File: config.mk
export PLATFORM = sky130hd
export DESIGN_NAME = hfwrl_ram
export DESIGN_NICKNAME = d
export VERILOG_FILES = /design/src/rtl/hfwrl_ram.sv
export SDC_FILE = /design/constraint.sdc
export NUM_CORES = 1
export LEC_CHECK = 0
export BUFFER_PORTS_ARGS = -buffer_cell sky130_fd_sc_hd__buf_2
export CORE_MARGIN = 10
export CORE_UTILIZATION = 50
export CTS_BUF_LIST = sky130_fd_sc_hd__clkbuf_16
export CTS_CLUSTER_SIZE = 20
export DETAILED_ROUTE_END_ITERATION = 16
export GPL_TIMING_DRIVEN = 1
export HOLD_SLACK_MARGIN = 0.06
export PLACE_DENSITY = 0.7
export SYNTH_ARGS = -nofsm -noshare
export SYNTH_HDL_FRONTEND = slang
export SYNTH_SLANG_ARGS = --single-unit
export TNS_END_PERCENT = 100
File: constraint.sdc
create_clock -name clk -period 2.5 [get_ports clk]
set_input_delay 0.375 -clock clk [delete_from_list [all_inputs] [get_ports clk]]
set_output_delay 0.375 -clock clk [all_outputs]
set_load 0.02 [all_outputs]
File: src/rtl/hfwrl_ram.sv
module hfwrl_ram #(
	parameter int Width = 8,
	parameter int Depth = 16
) (
	input  logic                     clk,
	input  logic                     we,
	input  logic [$clog2(Depth)-1:0] waddr,
	input  logic [Width-1:0]         wdata,
	input  logic [$clog2(Depth)-1:0] raddr,
	output logic [Width-1:0]         rdata
);

	logic [Width-1:0] mem [Depth];

	always_ff @(posedge clk) begin
		if (we) begin
			mem[waddr] <= wdata;
		end
		rdata <= mem[raddr];
	end

endmodule

; ---- Word-level counts from Yosys, hierarchy flattened
; Memory sizes are Yosys's and may differ from the RTL's. A register that Yosys moved wholly into a read port is not among the register bits.
; Index checks and enable logic that the tools add are counted.
[totals]
regBits = 0
ram_bits = 128
elab_cells = 3
mem_count = 1
[classes]
n_mux = 2
[memory_table]
columns = name, depth, word_bits, read_ports, rd_ports_with_merged_regs, write_ports, line_no
row1 = mem, 16, 8, 1, 1, 1, 13  ; logic [Width-1:0] mem [Depth];
[op_table]
columns = op, n
row1 = two-way mux 1 bit, 2

; ---- Depth between registers and ports, before layout
; Gate-level depths: netlist of run 1.
[logic_depth]
word_depth = 2
depth_mapped = 5
ltp_nobuf = 3

; ---- Worst setup path after synthesis of run 1
; Ideal clock, no wire load.
[synth_path]
path_type = input to register
start = input port waddr[2]
end = memory mem[0][0] (enable)
t_arrival_ps = 1485
t_required_ps = 2117
path_slack_ps = 632
cell_stages = 2
path_cell_list = or3b_2 nor3_1
[synth_rtl]
columns = item, line_no
row1 = from (decl), 7  ; input logic [$clog2(Depth)-1:0] waddr,
row2 = to (decl), 13
; Straight into the memory's write port.

==> summary.md, run 1 <==
| Metric | Value |
|---|---|
| Die area | `14750 um^2` |
| Sequential share of the synthesized area | `77.78%` |
| Net Switching | `about 1.1 mW` |
| Crit-path max FO | `14` |
| CP Data Required Time | `2.78 ns` |
| H-Tree Depth | `4` |
| Max IR drop VDD | `around 0.56 mV` |
| Fin crit share | `67.24%` |
| Global-route wire length before repair | `15.68 mm` |
| Gate Count Post-Synth | `229` |
| Synth top area share | `around three quarters` |
| Cells after DPL | `396` |
| Cts bufs inserted | `17` |
| Register area | `about 4000 um^2` |
| Critical Path Start Type | `input pin` |
| Static leakage | `between 2 and 2.5 nW` |
| CP delay by family, top | `multiplexers` |
| Largest net degree at the start of global routing | `18` |
| Unrepaired setup endpoints after global routing | `no` |
| WP data arrival | `1.96 ns` |
| Max Slew Vio Count | `0` |
| Clk_lat worst skew | `0.41 ns` |
| Int Pwr | `4.307 mW` |
| Most frequent cell after synthesis | `edfxtp_1` |
| Inserted Diodes | `0` |
| Main synth FF type | `edfxtp_1` |
| Clock Pin Slew Worst Setup and Hold Paths | `0.06 ns` |
| Yosys warnings | `0` |
| Async set or reset register ratio after synthesis | `0%` |
| Tmin final | `1.681 ns` |
| Postcts setup bufs | `0` |
| Setup ws final | `0.8190 ns` |
| Layout Skew | `0.006342 ns` |
| Area Growth Syn to Fin | `19.35%` |
| Gr usage total | `~15%` |
| Routed Antenna Nets | `0` |
| Slew HR | `between 50 and 60%` |
| CP cell instances | `buf_2, buf_12, mux4_1, a22oi_1, nand2_1` |
| Vias in the first global route | `2595` |
| Min-Delay Path Class | `in -> reg` |
| Final Hold Vio Count | `0` |
| DRC errors left | `0` |
| CP peak stage delay | `between 0.6 and 0.7 ns` |
| Num rows | `36` |
| Mean Syn Cell Area | `22.48 um^2` |
| Setup TNS | `0 ns` |
| Share of layout cells above drive strength 1 | `31.29%` |
| Synth top area cells | `edfxtp_1 75%, mux4_2 7.9%, mux4_1 7.1%, dfxtp_1 3.1%, a22oi_1 2.3%` |
| Initial DRC count | `about 150` |
| Vias per cell | `5.778` |
| Synth Net Count | `between 200 and 250` |
| Number of flops mapped to enable cells by yosys | `128` |
| Synth cell count leaders | `128 x edfxtp_1, 18 x mux4_2, 16 x a22oi_1, 14 x mux4_1, 13 x nor2_1` |
| CTS tree | `yes` |
| Cell Area, Synth | `between 5000 and 6000 um^2` |
| Total gr overflow | `0` |
| Nets@finish | `300` |
| CP endpoint kind | `register` |
| TritonCTS Sinks | `136` |
| Die H | `121.5 um` |
| Routed WL | `roughly 10 mm` |
| Final Setup Violations | `0` |
| Worst slew pin tran | `0.7247 ns` |
| Clock buffer depth | `2` |
| Placement Setup Slack | `0.4475 ns` |
| Max cap viols | `0` |
| Clock Tree Root | `clkbuf_16` |
| I/O Buffers | `25` |
| Yosys reg bits | `between 100 and 150` |
| CTS Hold Bufs | `0` |
| Fmax | `594.9 MHz` |
| Post-CTS Resized | `0` |
| Seq pwr share | `47.8%` |
| Area of the multi-input gates | `1057 um^2` |
| Non-Filler Instances | `~430` |
| DRT Pass-1 Iters | `4` |
| Run status | `finished, final reports clean` |
| DR WL/cell | `approximately 24 um` |
| Hpwl dp | `6.501 mm` |
| Layout fillers | `about 700` |
| Routability cong. | `about 0.75` |
| Area leader, netlist | `edfxtp_1` |
| I/O pins | `26` |
| Setup CP Type | `in -> reg` |
| Slowest stage cell, crit path | `mux4_1` |
| Die width | `121.5 um` |
| Crit path buf inv count | `2` |
| Switching Fraction | `roughly a fifth` |
| Comb pwr share | `4.9%` |
| Unique masters post-synth | `19` |
| Core Box Area | `9910 um^2` |
| Routed vias | `2467` |
| Initial antenna violation count | `0` |
| Initial Utilization | `approximately half` |
| Cell Pwr Density | `873.2 nW/um^2` |
| Clock share of power | `roughly 47%` |
## kinds of logic (layout without fill, tap and decap cells)
kind of cell	after synthesis	count (layout)	synth area share, %
compound gates	16	16	2.334
mux	32	32	15.02
buf+inv	10	75	1.677
simple gates	35	35	3.184
flops	136	136	77.78
## worst register-to-register path: cells and delay by family (launching register included)
kind             cells  cell delay [ns]
AO/OA/AOI/OAI        1             0.29
flip-flops           1             0.36
AND/OR/NAND/NOR      1             0.10
multiplexers         1             0.55
## worst paths after layout
kind                             from                   to  slack, ns  cells past startpoint
setup reg to reg  mem[4][0]$_DFFE_PP_     rdata[0]$_DFF_P_       1.07                      3
setup / recovery             raddr[0]     rdata[0]$_DFF_P_       0.82                      5
hold / removal               wdata[4]  mem[6][4]$_DFFE_PP_       0.36                      1
hold reg to reg   mem[9][5]$_DFFE_PP_     rdata[5]$_DFF_P_       0.69                      3
## power by group through the flow
stage | logic (mW) | registers, mW | clock network (mW)
2_1_floorplan | 0.129 | 2.63 | 0
3_3_place_gp | 0.260 | 2.61 | 0
3_5_place_dp | 0.266 | 2.61 | 0
4_1_cts | 0.267 | 2.56 | 2.57
5_1_grt | 0.285 | 2.57 | 2.66
6_report | 0.263 | 2.56 | 2.54
## state kept, by name, summed over array words and instances (netlist names)
| name | cells |
|---|---|
| mem | 128 |
| rdata | 8 |
## layout make-up
type	count	share of cell area, %
flip-flops and latches	136	65.17
multi-input cells	83	17.21
clock buffers	17	6.925
repair buffers	44	4.969
clock inverters	14	3.014
well taps	133	2.709
## stage by stage
step,util [%],area [um^2],power [mW],hold WS (ns)
5_1_grt,61.99,6143,5.514,0.3622
3_5_place_dp,55.83,5533,2.877,0.6743
2_1_floorplan,-,5147,2.756,0.4739
3_3_place_gp,55.83,5533,2.869,0.6603
6_report,61.99,6143,5.364,0.3621
4_1_cts,61.99,6143,5.402,0.3567
## layout by cell type (no fill, tap or decap), types with 8 or more instances in the layout
master / Yosys / final
nor2_1: 13 / 13
edfxtp_1: 128 / 128
mux4_2: 18 / 18
nand2_1: 9 / 9
mux4_1: 14 / 14
a22oi_1: 16 / 16
buf_4: 1 / 16
clkbuf_16: 0 / 17
buf_2: 3 / 25
dfxtp_1: 8 / 8
## routing by layer
layer	vias to the layer above	global-route usage, %	routed length (um)
met2	90	21.45	4749
met5	-	0	0
li1	1082	-	-
met1	1278	20.55	4668
met4	0	5.738	199
met3	17	3.909	594
No activity file was read; power rests on OpenSTA's default activity.
==> run 2, diff against run 1 <==
PLACE_DENSITY = 0.73   (was 0.7)
clock period = 1.37 ns   (was 2.5 ns; I/O delays follow)
==> summary.md, run 2 (synthesis results as in run 1) <==
| Metric | Value |
|---|---|
| Run status | `finished, final reports clean` |
| Vias per cell | `5.636 (-2.4%)` |
| Met1 Resource Use GR | `19.07% (-1.5 points)` |
| I/O pins | `26 (unchanged)` |
| Initial DRC count | `208 (+40%)` |
| Area of the multi-input gates | `1082 um^2 (+2.4%)` |
| Setup CP Type | `reg -> reg` |
| WP data arrival | `1.62 ns (-0.34 ns)` |
| Max cap viols | `0 (unchanged)` |
| Met2 Usage GRT | `21.28% (-0.17 points)` |
| Min-Delay Path Class | `in -> reg` |
| Num rows | `36 (unchanged)` |
| Grt peak-use layer | `met2` |
| Commonest cells after routing, fill and taps aside | `128 x edfxtp_1, 25 x buf_2, 24 x buf_4, 18 x mux4_2, 17 x clkbuf_16` |
| Die width | `121.5 um (unchanged)` |
| Final Hold Vio Count | `0 (unchanged)` |
| Worst slew pin tran | `0.7790 ns (+0.05434 ns)` |
| H-Tree Depth | `4 (unchanged)` |
| DRC errors left | `0 (unchanged)` |
| Final Setup Violations | `0 (unchanged)` |
| Largest net degree at the start of global routing | `28 (+10)` |
| Die H | `121.5 um (unchanged)` |
| Routed vias | `2463 (-0.16%)` |
| DR WL/cell | `21.96 um (-8.2%)` |
| Tmin final | `1.326 ns` |
| Clock Tree Root | `clkbuf_16` |
| RR Startpoint | `mem[9][4]$_DFFE_PP_` |
| Gr usage total | `14.32% (-0.36 points)` |
| CP Data Required Time | `1.66 ns (-1.12 ns)` |
| Initial antenna violation count | `1 (+1)` |
| Cell Pwr Density | `1584 nW/um^2 (+81%)` |
| Clock buffer depth | `2 (unchanged)` |
| Reg-to-reg slack, setup | `0.04 ns (-1.03 ns)` |
| Routed Antenna Nets | `0 (unchanged)` |
| Static leakage | `2.155 nW (+2.5%)` |
| Cts bufs inserted | `17 (unchanged)` |
| I/O Buffers | `25 (unchanged)` |
| Fin crit share | `96.80%` |
| Fmax | `754.1 MHz` |
| TritonCTS Sinks | `136 (unchanged)` |
| Max Slew Vio Count | `0 (unchanged)` |
| Critical Path Start Type | `register` |
| Hold slack | `0.1842 ns (-0.1779 ns)` |
| Max IR drop VDD | `0.8629 mV (+54%)` |
| Clock Pin Slew Worst Setup and Hold Paths | `0.06 ns (about the same)` |
| CP endpoint kind | `register` |
| Layout fillers | `687 (-2.0%)` |
| Slew HR | `47.96% (-3.6 points)` |
| Share of layout cells above drive strength 1 | `35.31% (+4.0 points)` |
| Largest Register | `mem` |
| Worst Hold End | `mem[4][1]$_DFFE_PP_` |
| Routability cong. | `0.7210 (-3.5%)` |
| Hold Path Cell Cnt | `1 (unchanged)` |
| Unrepaired setup endpoints after global routing | `no` |
| Reg2reg end | `rdata[4]$_DFF_P_` |
| Initial Utilization | `51.94% (unchanged)` |
| Setup ws final | `0.04391 ns (-0.7751 ns)` |
| Hpwl dp | `6.462 mm (-0.60%)` |
| Global-route wire length before repair | `15.59 mm (-0.61%)` |
| Nets@finish | `308 (+2.7%)` |
| Core Box Area | `9910 um^2 (unchanged)` |
| Biggest regs | `mem: 128 flops, rdata: 8 flops` |
| Number of flip-flops in the largest register | `128 (unchanged)` |
| Die area | `14750 um^2 (unchanged)` |
| DRT Pass-1 Iters | `4 (unchanged)` |
| Placed inst area | `5608 um^2 (+1.4%)` |
| Register area | `4004 um^2 (unchanged)` |
| Vias in the first global route | `2729 (+5.2%)` |
| CTS tree | `yes` |
| Placement Setup Slack | `-0.2305 ns (-0.6779 ns)` |
| Register-to-Register Path Depth | `3 (unchanged)` |
| Most common cell after layout, fill and taps aside | `edfxtp_1` |
| Routed WL | `9.597 mm (-6.0%)` |
| Total gr overflow | `0 (unchanged)` |
| Crit-path max FO | `1 (-13)` |
| Final instance area | `6246 um^2 (+1.7%)` |
| Area Growth Syn to Fin | `21.34%` |
| Global-route track usage on met3 | `4.793% (+0.88 points)` |
| Clk_lat worst skew | `0.40 ns (about the same)` |
| Hold path startpoint | `wdata[1]` |
| Layout Skew | `0.005983 ns (-0.0003588 ns)` |
-- run 2: cell count changes in the layout (fill, tap and decap cells not counted) --
cell        delta
a22oi_1        -2
nor3_1         -3
inv_1          -1
nor3_2         +3
diode_2        +1
inv_6          +3
clkinvlp_4     -1
buf_4          +8
a22oi_2        +2
-- run 2: where the power goes --
part | total [mW] | switching [mW] | internal, mW
Sequential | 4.68 | 0.0291 | 4.65
Clock | 4.74 | 1.69 | 3.05
Combinational | 0.475 | 0.271 | 0.204
Total | 9.90 | 1.99 | 7.91
-- run 2: worst max path at each step --
stage,startpoint,endpoint,slack (ns)
after detailed placement,raddr[0],rdata[3]$_DFF_P_,-0.23
after floorplan,waddr[2],mem[3][0]$_DFFE_PP_,-0.10
after CTS,mem[8][4]$_DFFE_PP_,rdata[4]$_DFF_P_,0.01
after global placement,raddr[0],rdata[3]$_DFF_P_,-0.20
after global routing,mem[2][5]$_DFFE_PP_,rdata[5]$_DFF_P_,0.008
final,mem[9][4]$_DFFE_PP_,rdata[4]$_DFF_P_,0.04
-- run 2: final cells by class --
cell class              count  share of cell area [%]
clock buffers              17                   6.811
flip-flops and latches    136                   64.10
well taps                 133                   2.664
clock inverters            15                   3.205
multi-input cells          83                   17.33
diodes                      1                 0.04006
repair buffers             52                   5.849
-- run 2: stage by stage --
step / setup TNS, ns / std cells / power [mW] / util (%)
after global placement: -4.403 / 404 / 5.230 / 56.59
after global routing: 0 / 436 / 10.22 / 63.01
final: 0 / 437 / 9.895 / 63.03
after floorplan: -3.119 / 229 / 5.029 / -
after detailed placement: -5.485 / 404 / 5.249 / 56.59
after CTS: 0 / 436 / 9.980 / 62.90
-- run 2: repair_timing --
action | in CTS | in global routing
setup buffers | 0 | 0
endpoints found under the setup margin | 0 | 2
resized for setup | 0 | 2
hold buffers | 0 | 0
-- run 2: worst max-delay path: stages (launching register included) --
cell	delay [ns]
edfxtp_1	0.36
mux4_1	0.56
a22oi_2	0.22
nand2_1	0.08
-- run 2: per-layer routing --
metal | vias up | wire length, um | part of all wire [%]
li1 | 1101 | - | -
met1 | 1281 | 4246 | 44
met2 | 73 | 4730 | 49
met3 | 8 | 560 | 5.8
met4 | 0 | 60 | 0.63
met5 | - | 0 | 0
